`src/design/psis_pkg.sv`:
```
// ----------------------------------------------------------------------------
// psis_pkg
// Shared widths, opcodes and types for the prefix-sum index search block.
// ----------------------------------------------------------------------------
package psis_pkg;

   localparam int MAX_ENTRIES = 1024;
   localparam int ADDR_W      = $clog2(MAX_ENTRIES);
   localparam int COUNT_W     = $clog2(MAX_ENTRIES + 1);
   localparam int VALUE_W     = 27;
   localparam int INDEX_W     = 11;

   localparam logic OP_APPEND = 1'b0;
   localparam logic OP_QUERY  = 1'b1;

   typedef enum logic [1:0] {
      ST_IDLE,
      ST_SEARCH,
      ST_RESULT
   } state_type;

   // finished query handed from the controller to the response register
   typedef struct packed {
      logic               valid;
      logic [INDEX_W-1:0] index;
   } result_type;

endpackage

```
`src/design/psis_if.sv`:
```
// ----------------------------------------------------------------------------
// psis_req_if / psis_rsp_if
// Valid/ready channels for requests and responses of the index search block.
// ----------------------------------------------------------------------------
interface psis_req_if;
   logic                          valid;
   logic                          ready;
   logic                          opcode;
   logic [psis_pkg::VALUE_W-1:0]  item_value;

   modport source (output valid, output opcode, output item_value, input ready);
   modport sink   (input valid, input opcode, input item_value, output ready);
endinterface


```
`src/design/psis_ctrl.sv`:
```
// ----------------------------------------------------------------------------
// psis_ctrl
// Append and lower-bound search sequencer around the prefix-sum RAM.
// ----------------------------------------------------------------------------
module psis_ctrl (
   input  logic                           clock,
   input  logic                           reset,
   psis_req_if.sink                       req_chan,
   input  logic                           res_take,
   output psis_pkg::result_type           res,
   output logic                           ram_wr_en,
   output logic [psis_pkg::ADDR_W-1:0]    ram_wr_addr,
   output logic [psis_pkg::VALUE_W-1:0]   ram_wr_data,
   output logic                           ram_rd_en,
   output logic [psis_pkg::ADDR_W-1:0]    ram_rd_addr,
   input  logic [psis_pkg::VALUE_W-1:0]   ram_rd_data
);

   localparam int CW = psis_pkg::COUNT_W;
   localparam int VW = psis_pkg::VALUE_W;

   psis_pkg::state_type state_ff, state_in;
   logic [CW-1:0] count_ff, count_in;
   logic [VW-1:0] total_ff, total_in;
   logic [CW-1:0] lo_ff, lo_in;
   logic [CW-1:0] hi_ff, hi_in;
   logic [CW-1:0] mid_ff, mid_in;
   logic [VW-1:0] pos_ff, pos_in;

   logic          accept;
   logic [VW:0]   sum;
   logic [CW-1:0] lo_nxt;
   logic [CW-1:0] hi_nxt;
   logic [CW-1:0] mid_nxt;

   function automatic logic [CW-1:0] mid_of(input logic [CW-1:0] lo,
                                            input logic [CW-1:0] hi);
      logic [CW-1:0] span;
      span   = hi - lo;
      mid_of = lo + (span >> 1);
   endfunction

   assign req_chan.ready = (state_ff == psis_pkg::ST_IDLE);
   assign accept         = req_chan.valid && req_chan.ready;

   // saturating running total
   assign sum = {1'b0, total_ff} + {1'b0, req_chan.item_value};

   always_comb begin
      state_in    = state_ff;
      count_in    = count_ff;
      total_in    = total_ff;
      lo_in       = lo_ff;
      hi_in       = hi_ff;
      mid_in      = mid_ff;
      pos_in      = pos_ff;
      ram_wr_en   = 1'b0;
      ram_wr_addr = count_ff[psis_pkg::ADDR_W-1:0];
      ram_wr_data = sum[VW] ? {VW{1'b1}} : sum[VW-1:0];
      ram_rd_en   = 1'b0;
      ram_rd_addr = '0;
      res.valid   = 1'b0;
      res.index   = psis_pkg::INDEX_W'(hi_ff);
      lo_nxt      = lo_ff;
      hi_nxt      = hi_ff;
      mid_nxt     = mid_ff;

      case (state_ff)
         psis_pkg::ST_IDLE: begin
            if (accept) begin
               if (req_chan.opcode == psis_pkg::OP_APPEND) begin
                  // a full store drops the append
                  if (count_ff != CW'(psis_pkg::MAX_ENTRIES)) begin
                     ram_wr_en = 1'b1;
                     total_in  = ram_wr_data;
                     count_in  = count_ff + CW'(1);
                  end
               end else begin
                  pos_in  = req_chan.item_value;
                  lo_in   = CW'(1);
                  hi_in   = count_ff;
                  mid_nxt = mid_of(CW'(1), count_ff);
                  mid_in  = mid_nxt;
                  if (count_ff > CW'(1)) begin
                     ram_rd_en   = 1'b1;
                     ram_rd_addr = psis_pkg::ADDR_W'(mid_nxt - CW'(1));
                     state_in    = psis_pkg::ST_SEARCH;
                  end else begin
                     state_in = psis_pkg::ST_RESULT;
                  end
               end
            end
         end
         psis_pkg::ST_SEARCH: begin
            // RAM data belongs to mid_ff; narrow the range, then fetch the next probe or finish
            if (ram_rd_data < pos_ff) begin
               lo_nxt = mid_ff + CW'(1);
            end else begin
               hi_nxt = mid_ff;
            end
            lo_in   = lo_nxt;
            hi_in   = hi_nxt;
            mid_nxt = mid_of(lo_nxt, hi_nxt);
            mid_in  = mid_nxt;
            if (hi_nxt > lo_nxt) begin
               ram_rd_en   = 1'b1;
               ram_rd_addr = psis_pkg::ADDR_W'(mid_nxt - CW'(1));
            end else begin
               state_in = psis_pkg::ST_RESULT;
            end
         end
         psis_pkg::ST_RESULT: begin
            res.valid = 1'b1;
            if (res_take) begin
               state_in = psis_pkg::ST_IDLE;
            end
         end
         default: begin
            state_in = psis_pkg::ST_IDLE;
         end
      endcase
   end

   always_ff @(posedge clock) begin
      if (reset) begin
         state_ff <= psis_pkg::ST_IDLE;
         count_ff <= '0;
         total_ff <= '0;
      end else begin
         state_ff <= state_in;
         count_ff <= count_in;
         total_ff <= total_in;
      end
   end

   always_ff @(posedge clock) begin
      lo_ff  <= lo_in;
      hi_ff  <= hi_in;
      mid_ff <= mid_in;
      pos_ff <= pos_in;
   end

endmodule

```
`src/flat_wrapper.sv`:
```
// flat-port wrapper written by rule: the top's interface ports become plain ports
module psis_ctrl_flat 
  (clock, reset, res_take, res, ram_wr_en, ram_wr_addr, ram_wr_data, ram_rd_en, ram_rd_addr, ram_rd_data, req_chan_valid, req_chan_opcode, req_chan_item_value, req_chan_ready);
  psis_req_if req_chan_i ();
  input  logic clock;
  input  logic reset;
  input  logic res_take;
  output psis_pkg::result_type res;
  output logic ram_wr_en;
  output logic [psis_pkg::ADDR_W-1:0] ram_wr_addr;
  output logic [psis_pkg::VALUE_W-1:0] ram_wr_data;
  output logic ram_rd_en;
  output logic [psis_pkg::ADDR_W-1:0] ram_rd_addr;
  input  logic [psis_pkg::VALUE_W-1:0] ram_rd_data;
  input wire logic [$bits(req_chan_i.valid)-1:0] req_chan_valid;
  input wire logic [$bits(req_chan_i.opcode)-1:0] req_chan_opcode;
  input wire logic [$bits(req_chan_i.item_value)-1:0] req_chan_item_value;
  output wire logic [$bits(req_chan_i.ready)-1:0] req_chan_ready;
  assign req_chan_i.valid = req_chan_valid;
  assign req_chan_i.opcode = req_chan_opcode;
  assign req_chan_i.item_value = req_chan_item_value;
  assign req_chan_ready = req_chan_i.ready;
  psis_ctrl u_core (.clock(clock), .reset(reset), .req_chan(req_chan_i), .res_take(res_take), .res(res), .ram_wr_en(ram_wr_en), .ram_wr_addr(ram_wr_addr), .ram_wr_data(ram_wr_data), .ram_rd_en(ram_rd_en), .ram_rd_addr(ram_rd_addr), .ram_rd_data(ram_rd_data));
endmodule
```
`config.mk`:
```
export PLATFORM = sky130hd
export DESIGN_NAME = psis_ctrl_flat
export DESIGN_NICKNAME = d
export VERILOG_FILES = /design/src/design/psis_pkg.sv /design/src/design/psis_if.sv /design/src/design/psis_ctrl.sv /design/src/flat_wrapper.sv
export SDC_FILE = /design/constraint.sdc
export NUM_CORES = 1
export LEC_CHECK = 0
export ABC_AREA = 1
export BUFFER_PORTS_ARGS = -buffer_cell sky130_fd_sc_hd__buf_4
export CAP_MARGIN = 40
export CORE_ASPECT_RATIO = 1.1
export CORE_MARGIN = 2
export CORE_UTILIZATION = 25
export CTS_BUF_LIST = sky130_fd_sc_hd__clkbuf_2
export CTS_CLUSTER_DIAMETER = 30
export DETAILED_ROUTE_END_ITERATION = 6
export PLACE_DENSITY = 0.49
export SLEW_MARGIN = 5
export SYNTH_ARGS = -nofsm -noshare
export SYNTH_HDL_FRONTEND = slang
export SYNTH_SLANG_ARGS = --single-unit
```
`constraint.sdc`:
```
create_clock -name clock -period 6.8 [get_ports clock]
set_input_delay 0.68 -clock clock [delete_from_list [all_inputs] [get_ports clock]]
set_output_delay 0.68 -clock clock [all_outputs]
set_load 0.005 [all_outputs]
```
== After elaboration in Yosys (flattened, before gate mapping) ==
Index checks and enable logic that the tools add are counted.

* Flip-flop bits (word level): 100
* Output and inout port bits: 62

* Add/sub/neg operators: 9
* $lt $le $gt $ge: 3
* Eq/ne operators: 7
* Multiplexer cells: 35
* Bitwise operators: 1
* Reductions and logical operators: 7

{| class="wikitable"
|+ Operators with widths
! cell !! count
|-
| 2-to-1 mux 11 bit || 10
|-
| case mux 11 bit (2 select lines) || 3
|-
| 2-to-1 mux 10 bit || 4
|-
| adder 27 x 27 -> 28 bit || 1
|-
| < comparator 27 bit || 1
|-
| 2-to-1 mux 27 bit || 1
|-
| adder 11 x 1 -> 11 bit, second input constant || 2
|-
| case mux 10 bit (2 select lines) || 1
|-
| subtractor 10 x 1 -> 10 bit, second input constant || 2
|-
| adder 1 x 10 -> 11 bit, first input constant || 1
|-
| adder 11 x 10 -> 11 bit || 1
|-
| > comparator 11 x 1 -> 1 bit, second input constant || 1
|-
| > comparator 11 bit || 1
|-
| != test 11 bit, second input constant || 1
|-
| subtractor 11 x 1 -> 11 bit, second input constant || 1
|-
| subtractor 11 bit || 1
|-
| 2-to-1 mux 2 bit || 5
|-
| 2-to-1 mux 1 bit || 9
|-
| != test 2 bit, second input constant || 4
|-
| AND reduction 4 bit || 2
|-
| case mux 2 bit (3 select lines) || 1
|-
| AND reduction 3 bit || 2
|-
| equality test 2 x 1 -> 1 bit, second input constant || 1
|-
| equality test 2 bit, second input constant || 1
|-
| other kinds (5) || 5
|}

== Logic depth before layout (Yosys ltp) ==
* Depth after elaboration: 8
* Depth in mapped cells: 38
* Gate-level depth less buffers: 36

== Worst setup path after synthesis ==
OpenSTA, ideal clock, no wires.

* Path kind: input to output
* Start point: in ram_rd_data[26] (netlist name)
* End point: out ram_rd_addr[9] (netlist name)
* Arrival: 4563 ps
* Setup slack: 1557 ps
* Cell stages on the path: 36
* Path through: ha_1 -> nand2_1 -> inv_2 -> nand2_4 -> nor2_4 -> nand2_2 -> nor2_2 -> nand2_2 -> nand2_4 -> buf_8 -> clkbuf_1 -> nand2_1 -> o21a_1 -> inv_1 -> ha_1 -> inv_1 -> fa_1 -> nand3_2 -> nand2_2 -> nand2_2 -> nand2_4 -> nand2_2 -> nand2_2 -> xor2_2 -> ha_1 -> a21oi_1 -> inv_1 -> a31oi_1 -> nand2_1 -> nand2_1 -> nand2_1 -> nor2_2 -> nand2_1 -> nand2_1 -> nand3_1 -> nand2_1

* Longest elaborated chain between the ends: 8

{| class="wikitable"
|+ Ends and longest elaborated chain
! element !! RTL line !! text
|-
| start, declared || flat_wrapper.sv:14 || <nowiki>input logic [psis_pkg::VALUE_W-1:0] ram_rd_data;</nowiki>
|-
| < comparator 27 bit * || psis_ctrl.sv:96 || <nowiki>if (ram_rd_data < pos_ff) begin</nowiki>
|-
| 2-to-1 mux 11 bit || psis_ctrl.sv:96 ||
|-
| 2-to-1 mux 11 bit || psis_ctrl.sv:68 || <nowiki>case (state_ff)</nowiki>
|-
| subtractor 11 bit || psis_ctrl.sv:39 || <nowiki>span = hi - lo;</nowiki>
|-
| adder 11 x 10 -> 11 bit || psis_ctrl.sv:40 || <nowiki>mid_of = lo + (span >> 1);</nowiki>
|-
| subtractor 10 x 1 -> 10 bit || psis_ctrl.sv:107 || <nowiki>ram_rd_addr = psis_pkg::ADDR_W'(mid_nxt - CW'(1));</nowiki>
|-
| 2-to-1 mux 10 bit * || psis_ctrl.sv:105 || <nowiki>if (hi_nxt > lo_nxt) begin</nowiki>
|-
| case mux 10 bit (2 select lines) * || psis_ctrl.sv:68 ||
|-
| end, declared || flat_wrapper.sv:13 || <nowiki>output logic [psis_pkg::ADDR_W-1:0] ram_rd_addr;</nowiki>
|}

Every way passes the cells marked *; elsewhere a longest branch is shown, timed or not. The select of a mux whose other input is x is not followed.

== Worst setup path after layout ==
* Start point: reg u_core.pos_ff[26]
* End point: out ram_rd_addr[9] (netlist name)

* Longest elaborated chain between the ends: 8

{| class="wikitable"
|+ Ends and longest elaborated chain
! element !! RTL line !! text
|-
| start, declared || psis_ctrl.sv:28 || <nowiki>logic [VW-1:0] pos_ff, pos_in;</nowiki>
|-
| start signal, assigned || psis_ctrl.sv:140 || <nowiki>pos_ff <= pos_in;</nowiki>
|-
| < comparator 27 bit * || psis_ctrl.sv:96 ||
|-
| 2-to-1 mux 11 bit || psis_ctrl.sv:96 ||
|-
| 2-to-1 mux 11 bit || psis_ctrl.sv:68 ||
|-
| subtractor 11 bit || psis_ctrl.sv:39 ||
|-
| adder 11 x 10 -> 11 bit || psis_ctrl.sv:40 ||
|-
| subtractor 10 x 1 -> 10 bit || psis_ctrl.sv:107 ||
|-
| 2-to-1 mux 10 bit * || psis_ctrl.sv:105 ||
|-
| case mux 10 bit (2 select lines) * || psis_ctrl.sv:68 ||
|}

Marks and branches as above.

==> run metrics <==
TritonCTS Buffers 9; power consumption 2.81 mW; share of layout cells above drive strength 1 0.182; Reg area 2600 um2; top sig layer met4; vias in the first global route 7623; most frequent CP cell nand2_1; critical path type reg2out; post-DR vias/cell 4.46; EDFF count, synth 60; crit start category flip-flop; DP Wirelength 19600 um; post-synthesis cell area 8320 um2; Worst Hold Depth 1; initial antenna violation count 2; latest clock arrival within the worst-skew pair 0.66 ns; Slew @ Worst Pin 0.779 ns; TritonCTS clock tree built; VDD IR max 118 uV; final worst-path cycle share 0.887; Max stage delay on crit path 0.44 ns; WP data required 6.12 ns; synthesis warning total 0; area of the die 34800 um2; RSZ-0062 raised after global routing no; worst r2r src u_core.pos_ff[26]; Max Cap Viol 0; Clock Root Buffer clkbuf_2; HP Start req_chan_item_value[7]; status finished clean; Hold Vio Cnt, Final 0; setup ws final 0.766 ns; Die W 178 um; Die H 195 um; fin nets 1363; Num Clock Sinks 100; met1 WL 10700 um; Initial DRC Count 307; IO buf count 120; worst slack, placed 0.740 ns; pins over their slew limit 0; top-area cell type share of the netlist area 0.217; Post-Syn Area per Cell 7.46 um2; largest net degree at the start of global routing 41; clock-pin slew on the worst setup and hold paths 0.34 ns; R2R setup slack 2.07 ns; IO Count 121; GRT Residual Overflow 0; critical path endpoint category output pin; CP max-delay cell edfxtp_1; flops & latches, synth 100; Async SR Flop Fraction 0; Layout area overhead 17.7%; Synth Net Count 1258; GPL Wtd Cong 0.885; multi-input logic area 4890 um2; met3 WL 1050 um; first-pass GRT wire length 39000 um; core area 33000 um2; Hold Crit Class in2reg; DR WL/cell 14.5 um; pwr/cell area 287 nW/um2; Synth area leaders edfxtp_1, ha_1, dfxtp_1, nand2_1, inv_1; drt total wl 24200 um; FILL cells 3612; final core occ 0.297; Cell Rows 70; initial core utilization 0.252; worst r2r dst u_core.mid_ff[10]; R2R cell count 29; final setup violation count 0; hold worst-path end u_core.pos_ff[7]; worst hold slack 0.180 ns; P_leak 4.74 nW; Hold Buf Count CTS 0; via count 7416; Cells after Synth 1116; Max-slew headroom 0.480; setup_tns 0 ns; Most used DFF post-synth edfxtp_1; Distinct cells, synth 53; ANT nets after route 0; DR pass1 iterations 5; Longest Clk Path Bufs 2; area leader, netlist edfxtp_1; fmax 166 MHz; met2 wire len 12200 um; Final Critical Period 6.03 ns; GRT Util Overall 0.143; crit path DAT 5.35 ns; sequential cell area fraction in the yosys report 0.313; Residual DRC 0; clk_skew 0.0409 ns; htree depth 3; CP Max Fanout 40
==> per-stage QoR <==
| stage | cells | area, um2 |
|---|---|---|
| floorplan | 1116 | 8320 |
| CTS | 1658 | 9770 |
| detailed placement | 1642 | 9660 |
| global placement | 1641 | 9640 |
| global route | 1661 | 9790 |
| finish | 1661 | 9790 |
==> logic make-up after synthesis <==
group,synth area share
AND/OR/NAND/NOR,0.256
buffers and inverters,0.103
AO/OA/AOI/OAI,0.136
flip-flops,0.313
adder cells (fa/ha/maj),0.127
XOR/XNOR,0.0598
multiplexers,0.00526
==> per-layer routing <==
| metal | track usage | vias up |
|---|---|---|
| met5 | 0 | - |
| met4 | 0.0316 | 0 |
| met2 | 0.260 | 141 |
| met1 | 0.175 | 3402 |
| li1 | - | 3857 |
| met3 | 0.0265 | 16 |
==> registers in the layout (all words and copies together) (netlist names) <==
signal and count:
u_core.pos_ff 27, u_core.total_ff 27, u_core.count_ff 11, u_core.hi_ff 11, u_core.lo_ff 11, u_core.mid_ff 11, u_core.state_ff 2
==> synth_stat cells (6+ instances only) <==
| cell type | n |
|---|---|
| ha_1 | 80 |
| nand4_1 | 14 |
| buf_4 | 13 |
| xnor2_1 | 16 |
| nor2_2 | 7 |
| nand2_1 | 204 |
| xor2_1 | 34 |
| o21a_1 | 6 |
| o21ai_1 | 20 |
| nor2_1 | 117 |
| a21oi_1 | 79 |
| clkbuf_1 | 18 |
| nand3_1 | 49 |
| nand2_2 | 20 |
| inv_2 | 13 |
| nor3_1 | 16 |
| inv_1 | 165 |
| edfxtp_1 | 60 |
| dfxtp_1 | 40 |
| o21ai_0 | 73 |
| nand2_4 | 6 |
==> worst max-delay path by stage <==
stage,slack (ns),startpoint,cells after the start,endpoint
after floorplan,1.56,ram_rd_data[26],36,ram_rd_addr[9]
after global placement,0.88,ram_rd_data[26],31,ram_rd_addr[9]
after detailed placement,0.74,ram_rd_data[26],27,ram_rd_addr[9]
after CTS,0.31,u_core.pos_ff[26],27,ram_rd_addr[9]
after global routing,0.06,u_core.pos_ff[26],33,ram_rd_addr[9]
final,0.77,u_core.pos_ff[26],32,ram_rd_addr[9]
==> power by group <==
part / internal (mW) / leakage, nW / switching (mW)
Combinational: 0.671 / 3.78 / 1.09
Clock: 0.0600 / 0.0715 / 0.247
Sequential: 0.713 / 0.890 / 0.0308
==> cell usage in the layout, fill, tap and decap left out, types with 4 or more instances in the layout <==
cell type and count:
ha_1 80, nand2_4 5, buf_4 125, nand2_2 20, nand3_2 4, nand3b_1 4
inv_2 13, nand3_4 4, xnor2_1 16, nor2_4 5, o21a_1 6, nand2_1 204
o21ai_0 72, o21ai_1 21, dfxtp_1 40, a21oi_1 78, inv_6 4, edfxtp_1 60
nor2_1 115, xor2_1 34, nor3_1 16, nand4_1 14, nor2_2 8, nand3_1 49
clkbuf_2 9, a21o_1 4, inv_1 165
==> what timing repair did <==
item | 4_1_cts | 5_1_grt
endpoints found under the setup margin | 0 | 5
setup buffers | 0 | 0
resized for setup | 0 | 3
==> layout make-up <==
cell class,count,share of cell area
multi-input combinational,804,0.500
sequential,100,0.266
timing repair buffer,126,0.0986
inverter,180,0.0690
tap,432,0.0552
clock inverter,7,0.00639
clock buffer,9,0.00460
antenna,3,0.000767
==> worst max-delay path, delay by kind of cell (launching register included) <==
kind	cells	cell delay, ns
simple gates	17	1.71
fa+ha+maj	4	1.12
flops	1	0.44
compound gates	4	0.81
buf+inv	6	0.45
xor+xnor	1	0.14
Note: power is estimated with default switching activity, not from simulation.
